<file path="src/rtl/bpc_pkg.sv">
// Shared types and constants for the barometer compensation block.
// No dependencies; imported by the controller, datapath and top level.
`default_nettype none

package bpc_pkg;

  localparam int unsigned CFG_W        = 48;
  localparam int unsigned CFG_IDX_W    = 2;
  localparam int unsigned RAW_W        = 20;
  localparam int unsigned TEMP_W       = 21;
  localparam int unsigned PRESS_W      = 32;
  localparam int unsigned FINE_W       = 25;
  localparam int unsigned ADC_BITS_DEF = 20;
  localparam int unsigned QUOT_BITS    = 40;
  localparam int unsigned DM_W         = 48;
  localparam int unsigned CNT_W        = 6;
  localparam int unsigned IN_TDATA_W   = 24;
  localparam int unsigned OUT_TDATA_W  = 56;

  localparam logic [CFG_IDX_W-1:0] CFG_TEMP_TRIM  = 2'd0;
  localparam logic [CFG_IDX_W-1:0] CFG_PRESS_LOW  = 2'd1;
  localparam logic [CFG_IDX_W-1:0] CFG_PRESS_MID  = 2'd2;
  localparam logic [CFG_IDX_W-1:0] CFG_PRESS_HIGH = 2'd3;

  localparam logic MODE_TEMP  = 1'b0;
  localparam logic MODE_PRESS = 1'b1;

  typedef enum logic [4:0] {
    STEP_NONE,
    STEP_LOAD,
    STEP_T1,
    STEP_T2,
    STEP_T3,
    STEP_P1,
    STEP_P2,
    STEP_P3,
    STEP_P4,
    STEP_P5,
    STEP_ZERO,
    STEP_DIV_INIT,
    STEP_DIV,
    STEP_P7,
    STEP_P8,
    STEP_P9,
    STEP_P10
  } step_e;

  typedef struct packed {
    step_e step;
    logic  out_load;
  } ctrl_cmd_t;

  typedef struct packed {
    logic div_zero;
  } dp_status_t;

endpackage

`default_nettype wire

</file>
<file path="src/rtl/bpc_ctrl.sv">
// Controller: sequences the datapath steps and the serial quotient loop.
// Depends on bpc_pkg; drives bpc_datapath through a command struct.
`default_nettype none

module bpc_ctrl (
  input  wire logic                 clk_i,
  input  wire logic                 rst_ni,
  input  wire logic                 in_valid_i,
  input  wire logic                 in_mode_i,
  output logic                      in_ready_o,
  input  wire bpc_pkg::dp_status_t  status_i,
  input  wire logic                 out_free_i,
  output bpc_pkg::ctrl_cmd_t        cmd_o
);
  import bpc_pkg::*;

  typedef enum logic [3:0] {
    ST_IDLE, ST_T1, ST_T2, ST_T3, ST_P1, ST_P2, ST_P3, ST_P4, ST_P5,
    ST_DIV_INIT, ST_DIV, ST_P7, ST_P8, ST_P9, ST_P10, ST_DONE
  } state_e;

  state_e           state_q;
  logic [CNT_W-1:0] cnt_q;

  always_ff @(posedge clk_i or negedge rst_ni) begin
    if (!rst_ni) begin
      state_q <= ST_IDLE;
      cnt_q   <= '0;
    end else begin
      unique case (state_q)
        ST_IDLE: begin
          if (in_valid_i) begin
            state_q <= (in_mode_i == MODE_PRESS) ? ST_P1 : ST_T1;
          end
        end
        ST_T1:  state_q <= ST_T2;
        ST_T2:  state_q <= ST_T3;
        ST_T3:  state_q <= ST_DONE;
        ST_P1:  state_q <= ST_P2;
        ST_P2:  state_q <= ST_P3;
        ST_P3:  state_q <= ST_P4;
        ST_P4:  state_q <= ST_P5;
        ST_P5:  state_q <= status_i.div_zero ? ST_DONE : ST_DIV_INIT;
        ST_DIV_INIT: begin
          cnt_q   <= '0;
          state_q <= ST_DIV;
        end
        ST_DIV: begin
          cnt_q <= cnt_q + 1'b1;
          if (cnt_q == CNT_W'(QUOT_BITS - 1)) begin
            state_q <= ST_P7;
          end
        end
        ST_P7:  state_q <= ST_P8;
        ST_P8:  state_q <= ST_P9;
        ST_P9:  state_q <= ST_P10;
        ST_P10: state_q <= ST_DONE;
        ST_DONE: begin
          if (out_free_i) begin
            state_q <= ST_IDLE;
          end
        end
        default: state_q <= ST_IDLE;
      endcase
    end
  end

  assign in_ready_o = (state_q == ST_IDLE);

  always_comb begin
    cmd_o.out_load = (state_q == ST_DONE) && out_free_i;
    unique case (state_q)
      ST_IDLE:     cmd_o.step = in_valid_i ? STEP_LOAD : STEP_NONE;
      ST_T1:       cmd_o.step = STEP_T1;
      ST_T2:       cmd_o.step = STEP_T2;
      ST_T3:       cmd_o.step = STEP_T3;
      ST_P1:       cmd_o.step = STEP_P1;
      ST_P2:       cmd_o.step = STEP_P2;
      ST_P3:       cmd_o.step = STEP_P3;
      ST_P4:       cmd_o.step = STEP_P4;
      ST_P5:       cmd_o.step = status_i.div_zero ? STEP_ZERO : STEP_P5;
      ST_DIV_INIT: cmd_o.step = STEP_DIV_INIT;
      ST_DIV:      cmd_o.step = STEP_DIV;
      ST_P7:       cmd_o.step = STEP_P7;
      ST_P8:       cmd_o.step = STEP_P8;
      ST_P9:       cmd_o.step = STEP_P9;
      ST_P10:      cmd_o.step = STEP_P10;
      default:     cmd_o.step = STEP_NONE;
    endcase
  end

endmodule

`default_nettype wire

</file>
<file path="config.mk">
export PLATFORM = sky130hd
export DESIGN_NAME = bpc_ctrl
export DESIGN_NICKNAME = d
export VERILOG_FILES = /design/src/rtl/bpc_pkg.sv /design/src/rtl/bpc_ctrl.sv
export SDC_FILE = /design/constraint.sdc
export NUM_CORES = 1
export LEC_CHECK = 0
export BUFFER_PORTS_ARGS = -buffer_cell sky130_fd_sc_hd__buf_2
export CAP_MARGIN = 5
export CORE_MARGIN = 2
export CORE_UTILIZATION = 26
export DETAILED_ROUTE_END_ITERATION = 12
export GPL_ROUTABILITY_DRIVEN = 1
export PLACE_DENSITY = 0.48
export SLEW_MARGIN = 10
export SYNTH_ARGS = -nofsm -noshare
export SYNTH_HDL_FRONTEND = slang
export SYNTH_SLANG_ARGS = --single-unit
</file>
<file path="constraint.sdc">
create_clock -name clk_i -period 1.89 [get_ports clk_i]
set_input_delay 0.0945 -clock clk_i [delete_from_list [all_inputs] [get_ports clk_i]]
set_output_delay 0.0945 -clock clk_i [all_outputs]
set_load 0.05 [all_outputs]
</file>
# ---- Word-level counts from Yosys, hierarchy flattened
# Cells that the tools add are included.
dict set report classes {
  n_mux 10
  n_addsub 1
  reduce_logical 5
  n_eq_ne 19
}
# operator count
set ops {}
lappend ops {{$pmux 5 s15} 1}
lappend ops {{$pmux 4 s15} 1}
lappend ops {{$eq 4x4->1 const B} 8}
lappend ops {{$eq 4x3->1 const B} 4}
lappend ops {{$mux 4} 3}
lappend ops {{$pmux 6 s2} 1}
lappend ops {{$eq 4x2->1 const B} 2}
lappend ops {{$add 6x1->6 const B} 1}
lappend ops {{$eq 6x6->1 const B} 1}
lappend ops {{$mux 3} 2}
lappend ops {{$ne 2x2->1 const B} 3}
lappend ops {{$eq 4x1->1 const B} 1}
lappend ops {{$logic_not 4->1} 1}
lappend ops {{$reduce_and 3->1} 1}
lappend ops {{$mux 2} 1}
lappend ops {{$reduce_bool 2->1} 1}
lappend ops {{$reduce_or 2->1} 1}
lappend ops {{$logic_and 1x1->1} 1}
lappend ops {{$mux 1} 1}
dict set report word_totals {
  register_bits 10
  wordCells 37
}

# ---- Longest topological paths before layout
# Gate-level depths: netlist of the first run.
dict set report depth {
  ltp_word 3
  depth_mapped 5
  depth_no_buf 4
}

# ---- Worst setup path before layout of the first run
# No wires, ideal clock.
dict set report synth_path {
  path_kind {register -> output}
  from {register state_q[1]}
  to {output in_ready_o}
  t_arrival_ps 2122
  path_stages_with_launch 3
  path_slack_ps -327
  n_path_buf 1
  cell_sequence {dfrtp_1 -> buf_2 -> nor4_1}
}
dict set report synth_via {
  elab_chain_len 1
}
# element line
set synth_rtl {}
lappend synth_rtl {{from (decl)} bpc_ctrl.sv:22} ;# state_e state_q;
lappend synth_rtl {{from (signal assigned)} bpc_ctrl.sv:33} ;# state_q <= (in_mode_i == MODE_PRESS) ? ST_P1 : ST_T1;
lappend synth_rtl {{from (signal assigned)} bpc_ctrl.sv:43} ;# ST_P5: state_q <= status_i.div_zero ? ST_DONE : ST_DIV_INIT;
lappend synth_rtl {{$logic_not 4->1} bpc_ctrl.sv:68} ;# assign in_ready_o = (state_q == ST_IDLE);
lappend synth_rtl {{to (decl)} bpc_ctrl.sv:10} ;# output logic in_ready_o,
# No other way between the ends.

==> metrics.yaml, run 1 <==
status:
  status: "finished clean"
hold_path:
  hold_path.startpoint: "status_i"
  hold_path_class: "in2reg"
  min_to: "state_q[1]$_DFFE_PN0P_"
  min_path_cells: 3
cells_and_area:
  fill_cells: 259
  nets: 102
  postLayoutCellArea_um2: 785
  final_common_cell: "buf_2"
  layout_common_cells: "buf_2 (12), nand2_1 (10), dfrtp_1 (10)"
  drive_gt1_frac: 0.213
  diodes: 0
  area_growth_syn_to_layout_pct: 18.3
cts:
  cts.clk_slew.worst_paths_ns: 0.07
  cts_buffers: 3
  cts_tree: "yes"
  clockBufferDepth: 2
  htree_levels: 1
  root_buffer: "clkbuf_4"
  postCtsSetupBuffers: 0
  clock-sinks: 10
  clkLatencyLatePin_ns: 0.27
global_routing:
  grt_pass1_wl_mm: 2.35
  grt_usage: 0.113
  grt.overflow.total: 0
  grt_max_degree: 15
  grt_pass1_vias: 559
  antenna_found_initial: 0
place:
  pre_cts_ws_ns: 0.342
  gp_congestion: 0.744
  dpl_cell_area_um2: 738
  io_buffers: 12
  detailed_place_hpwl_um: 993
setup_path:
  cp.required_ns: 1.80
  rr_startpoint: "state_q[3]$_DFFE_PN0P_"
  reg2reg_to: "state_q[0]$_DFFE_PN0P_"
  slowest_delay_ns: 0.51
  critPathBufInv: 1
  cp_max_fo: 12
  cp-end-kind: "output port"
  path_class: "reg2out"
  crit_chain: "nand2b_1 > a21boi_0 > o22a_1 > buf_2"
  path_delay_family: "flip-flops"
  r2r_slack_ns: 0.33
  cpMaxStageDelayCell: "dfrtp_1"
  worstPathArrival_ns: 1.57
  reg2reg_depth: 3
  worstSetupStartpointType: "flop"
logic_synthesis:
  ys_seq_area_frac: 0.377
  synth_top_area_cell: "dfrtp_1"
  synth-seq-cells: 10
  synthesis.nets: 89
  netlist_instances: 82
  yosys-top-cells-area: "dfrtp_1 (38%), o21ai_0 (6.0%), nand2_1 (5.7%), nor2_1 (4.5%), xor2_1 (4.0%)"
  synth_top_cell_area_share: 0.377
  synth_area_um2: 663
  syn_area_per_cell_um2: 8.09
  yosys_warnings: 0
  ys_types: 31
floorplan:
  start_util: 0.270
  ios: 13
  die_h_um: 54.5
  die_width_um: 54.5
  num_rows: 18
  die_area_um2: 2970
  core-area_um2: 2450
sta:
  maxSlewViolCount: 0
  finalSetupViolCount: 0
  fin_skew_ns: 0.0132
  finalHoldViolations: 0
  rsz0062_at_grt: "no"
  setup_tns_ns: 0
  timing.fmax_ghz: 0.599
  layout_setup_ws_ns: 0.222
  period_needed_ns: 1.67
  tightest_slew_ns: 0.431
  finalCritPeriodShare: 0.883
  slew_headroom: 0.712
routing:
  remaining_drc_errors: 0
  drt_iter0_drc: 27
  wire_per_inst_um: 11.0
  viasPerCell: 4.86
  drt-pass1-iter-count: 4
  routed_wl_mm: 1.36
  ant_nets: 0
  vias: 603
flow_run:
  drv_cap: 0
[through the flow]
stage / utilization / std cells / hold slack [ns]
floorplan: - / 82 / -0.201
global placement: 0.301 / 119 / -0.0332
detailed placement: 0.301 / 119 / -0.0338
CTS: 0.320 / 124 / 0.0940
global route: 0.320 / 124 / 0.0958
finish: 0.320 / 124 / 0.0952
[what timing repair did]
action | in CTS | in global routing
endpoints found under the hold margin | 10 | 0
hold buffers | 1 | 0
resized for setup | 0 | 0
[cells in the mapped netlist]
cell type  instances
dfrtp_1           10
nor2_1             8
buf_6              1
and2b_1            1
xor2_1             3
o21a_1             1
a211oi_1           1
o22a_1             1
and3_1             1
o31ai_1            1
nor3b_1            1
nor3_1             4
a31oi_1            1
nand2_1           10
or3_1              1
buf_2              3
inv_1              2
nor4_1             1
nand3_1            2
o21ai_0            8
a21boi_0           2
buf_4              1
a41oi_1            1
nand2_2            1
ha_1               1
o21ai_1            3
nand2b_1           4
nor2b_1            1
nand4bb_1          1
mux2_2             1
a21oi_1            5
[final cells by class]
type | instances | area [um2] | share of cell area
clock buffers | 4 | 36.3 | 0.0463
inverters | 2 | 7.51 | 0.00957
multi-input cells | 65 | 383 | 0.488
flip-flops and latches | 10 | 250 | 0.319
well taps | 30 | 37.5 | 0.0478
repair buffers | 13 | 70.1 | 0.0893
[registers in the layout (all words and copies together) (netlist names)]
| name | count |
|---|---|
| cnt_q | 6 |
| state_q | 4 |
[per-layer routing]
| layer | part of all wire | track usage | up-vias |
|---|---|---|---|
| li1 | - | - | 313 |
| met3 | 0.060 | 0.0492 | 2 |
| met4 | 0.0044 | 0.0375 | 0 |
| met2 | 0.45 | 0.177 | 15 |
| met5 | 0 | 0 | - |
| met1 | 0.49 | 0.138 | 273 |
[worst max-delay path by stage]
stage,from,end,cells after the start
2_1_floorplan,state_q[0]$_DFFE_PN0P_,cmd_o[5],2
3_3_place_gp,state_q[0]$_DFFE_PN0P_,state_q[0]$_DFFE_PN0P_,3
3_5_place_dp,state_q[0]$_DFFE_PN0P_,state_q[0]$_DFFE_PN0P_,3
4_1_cts,state_q[2]$_DFFE_PN0P_,cmd_o[1],4
5_1_grt,state_q[2]$_DFFE_PN0P_,cmd_o[1],4
6_report,state_q[2]$_DFFE_PN0P_,cmd_o[1],4
[cell families (layout without fill, tap and decap cells)]
family,after synthesis,count (layout),synth area share
buf+inv,7,19,0.0623
fa+ha+maj,1,1,0.0189
simple gates,36,36,0.272
xor+xnor,3,3,0.0396
compound gates,24,24,0.213
mux,1,1,0.0170
flops,10,10,0.377
[worst reg2reg max path, cell delays in order, from the launching register on]
cell	delay (ns)
dfrtp_1	0.61
nand4bb_1	0.41
a41oi_1	0.33
o21ai_1	0.10
Power of run 1 is not shown: default switching activity piles up to over one toggle a cycle in this logic, so the estimate is an artifact.
==> run 2: changes to the inputs <==
--- a/config.mk
+++ b/config.mk
@@ -11,7 +11,8 @@
 export CORE_UTILIZATION = 26
 export DETAILED_ROUTE_END_ITERATION = 12
 export GPL_ROUTABILITY_DRIVEN = 1
-export PLACE_DENSITY = 0.48
+export PLACE_DENSITY = 0.54
+export RECOVER_POWER = 100
 export SLEW_MARGIN = 10
 export SYNTH_ARGS = -nofsm -noshare
 export SYNTH_HDL_FRONTEND = slang
==> metrics.yaml, run 2 (same netlist as run 1, synthesis figures left out) <==
cts:
  clockBufferDepth: 2
  postCtsSetupBuffers: 0
  root_buffer: "clkbuf_4"
  htree_levels: 1
  clock-sinks: 10
  cts_tree: "yes"
  clkLatencyLatePin_ns: 0.26
  cts_buffers: 3
  cts.clk_slew.worst_paths_ns: 0.06
hold_path:
  hold_path_class: "in2reg"
cells_and_area:
  largestRegisters: "cnt_q: 6 flops, state_q: 4 flops"
  layout_common_cells: "o21ai_0 (10), nand2_1 (10), dfrtp_1 (10)"
  diodes: 0
  fill_cells: 261
  regArea_um2: 250
  nets: 102
  multi_input_comb_area_um2: 378
  area_growth_syn_to_layout_pct: 15.1
  drive_gt1_frac: 0.172
  largest_reg_flops: 6
  top_register: "cnt_q"
routing:
  wire_per_inst_um: 11.4
  remaining_drc_errors: 0
  vias: 610
  viasPerCell: 4.96
  drt-pass1-iter-count: 4
  drt_iter0_drc: 3
  routed_wl_mm: 1.40
  ant_nets: 0
flow_run:
  drv_cap: 0
setup_path:
  cp-end-kind: "output port"
  crit_chain: "nor4_2 > clkbuf_1"
  worstSetupStartpointType: "flop"
  worstPathArrival_ns: 1.59
  cp.required_ns: 1.80
  path_class: "reg2out"
  slowest_delay_ns: 0.52
  cpMaxStageDelayCell: "dfrtp_1"
  cp_max_fo: 13
global_routing:
  grt-busiest-layer: "met2"
  antenna_found_initial: 0
  grtUsageMet3: 0.0164
  use_met2: 0.153
  grt_pass1_vias: 497
  grt_pass1_wl_mm: 2.16
  grt.overflow.total: 0
  grt_usage: 0.101
  grt_use_met1: 0.138
  grt_max_degree: 15
place:
  io_buffers: 12
  pre_cts_ws_ns: 0.389
  detailed_place_hpwl_mm: 1.04
  gp_congestion: 0.754
sta:
  period_needed_ns: 1.68
  finalCritPeriodShare: 0.890
  fin_skew_ns: 0.00396
  maxSlewViolCount: 0
  timing.fmax_ghz: 0.595
  setup_tns_ns: 0
  slew_headroom: 0.607
  layout_setup_ws_ns: 0.208
  finalHoldViolations: 0
  rsz0062_at_grt: "no"
  whs_ns: 0.122
  finalSetupViolCount: 0
  tightest_slew_ns: 0.592
floorplan:
  ios: 13
  num_rows: 18
  start_util: 0.270
  die_width_um: 54.5
  die_area_um2: 2970
  die_h_um: 54.5
  core-area_um2: 2450
status:
  status: "finished clean"
## run 2: per-layer routing
metal / routed length [um] / vias to the layer above
li1: - / 311
met1: 693 / 279
met2: 607 / 18
met3: 77 / 2
met4: 21 / 0
met5: 0 / -
## run 2: timing repair
item	CTS	global route
resized for setup	0	0
endpoints found under the hold margin	10	0
hold buffers	1	0
## run 2: through the flow
stage | cells | utilization | instance area [um2]
after floorplan | 82 | - | 674
after global placement | 119 | 0.301 | 738
after detailed placement | 119 | 0.301 | 738
after CTS | 123 | 0.314 | 771
after global routing | 123 | 0.311 | 763
final | 123 | 0.311 | 763
## run 2: final timing paths
check,to,depth (start not counted),startpoint,slack [ns]
max,in_ready_o,2,state_q[1]$_DFFE_PN0P_,0.21
min,state_q[1]$_DFFE_PN0P_,3,status_i,0.12
max reg2reg,state_q[0]$_DFFE_PN0P_,3,state_q[3]$_DFFE_PN0P_,0.36
min reg2reg,cnt_q[5]$_DFFE_PN0P_,1,cnt_q[5]$_DFFE_PN0P_,0.49
max in group asynchronous,state_q[2]$_DFFE_PN0P_,2,rst_ni,1.22
min in group asynchronous,cnt_q[3]$_DFFE_PN0P_,2,rst_ni,0.31
## run 2: final cells by class
| cell class | count | area share |
|---|---|---|
| clock buffers | 3 | 0.0295 |
| inverters | 2 | 0.00984 |
| multi-input cells | 65 | 0.495 |
| flip-flops and latches | 10 | 0.328 |
| well taps | 30 | 0.0492 |
| repair buffers | 13 | 0.0885 |
## run 2: worst max-delay path: cells and delay by family, from the launching register on
family	cells	cell delay (ns)
and+or+nand+nor	1	0.31
DFF	1	0.52
buffers and inverters	1	0.49
Power of run 2 is left out for the same reason.
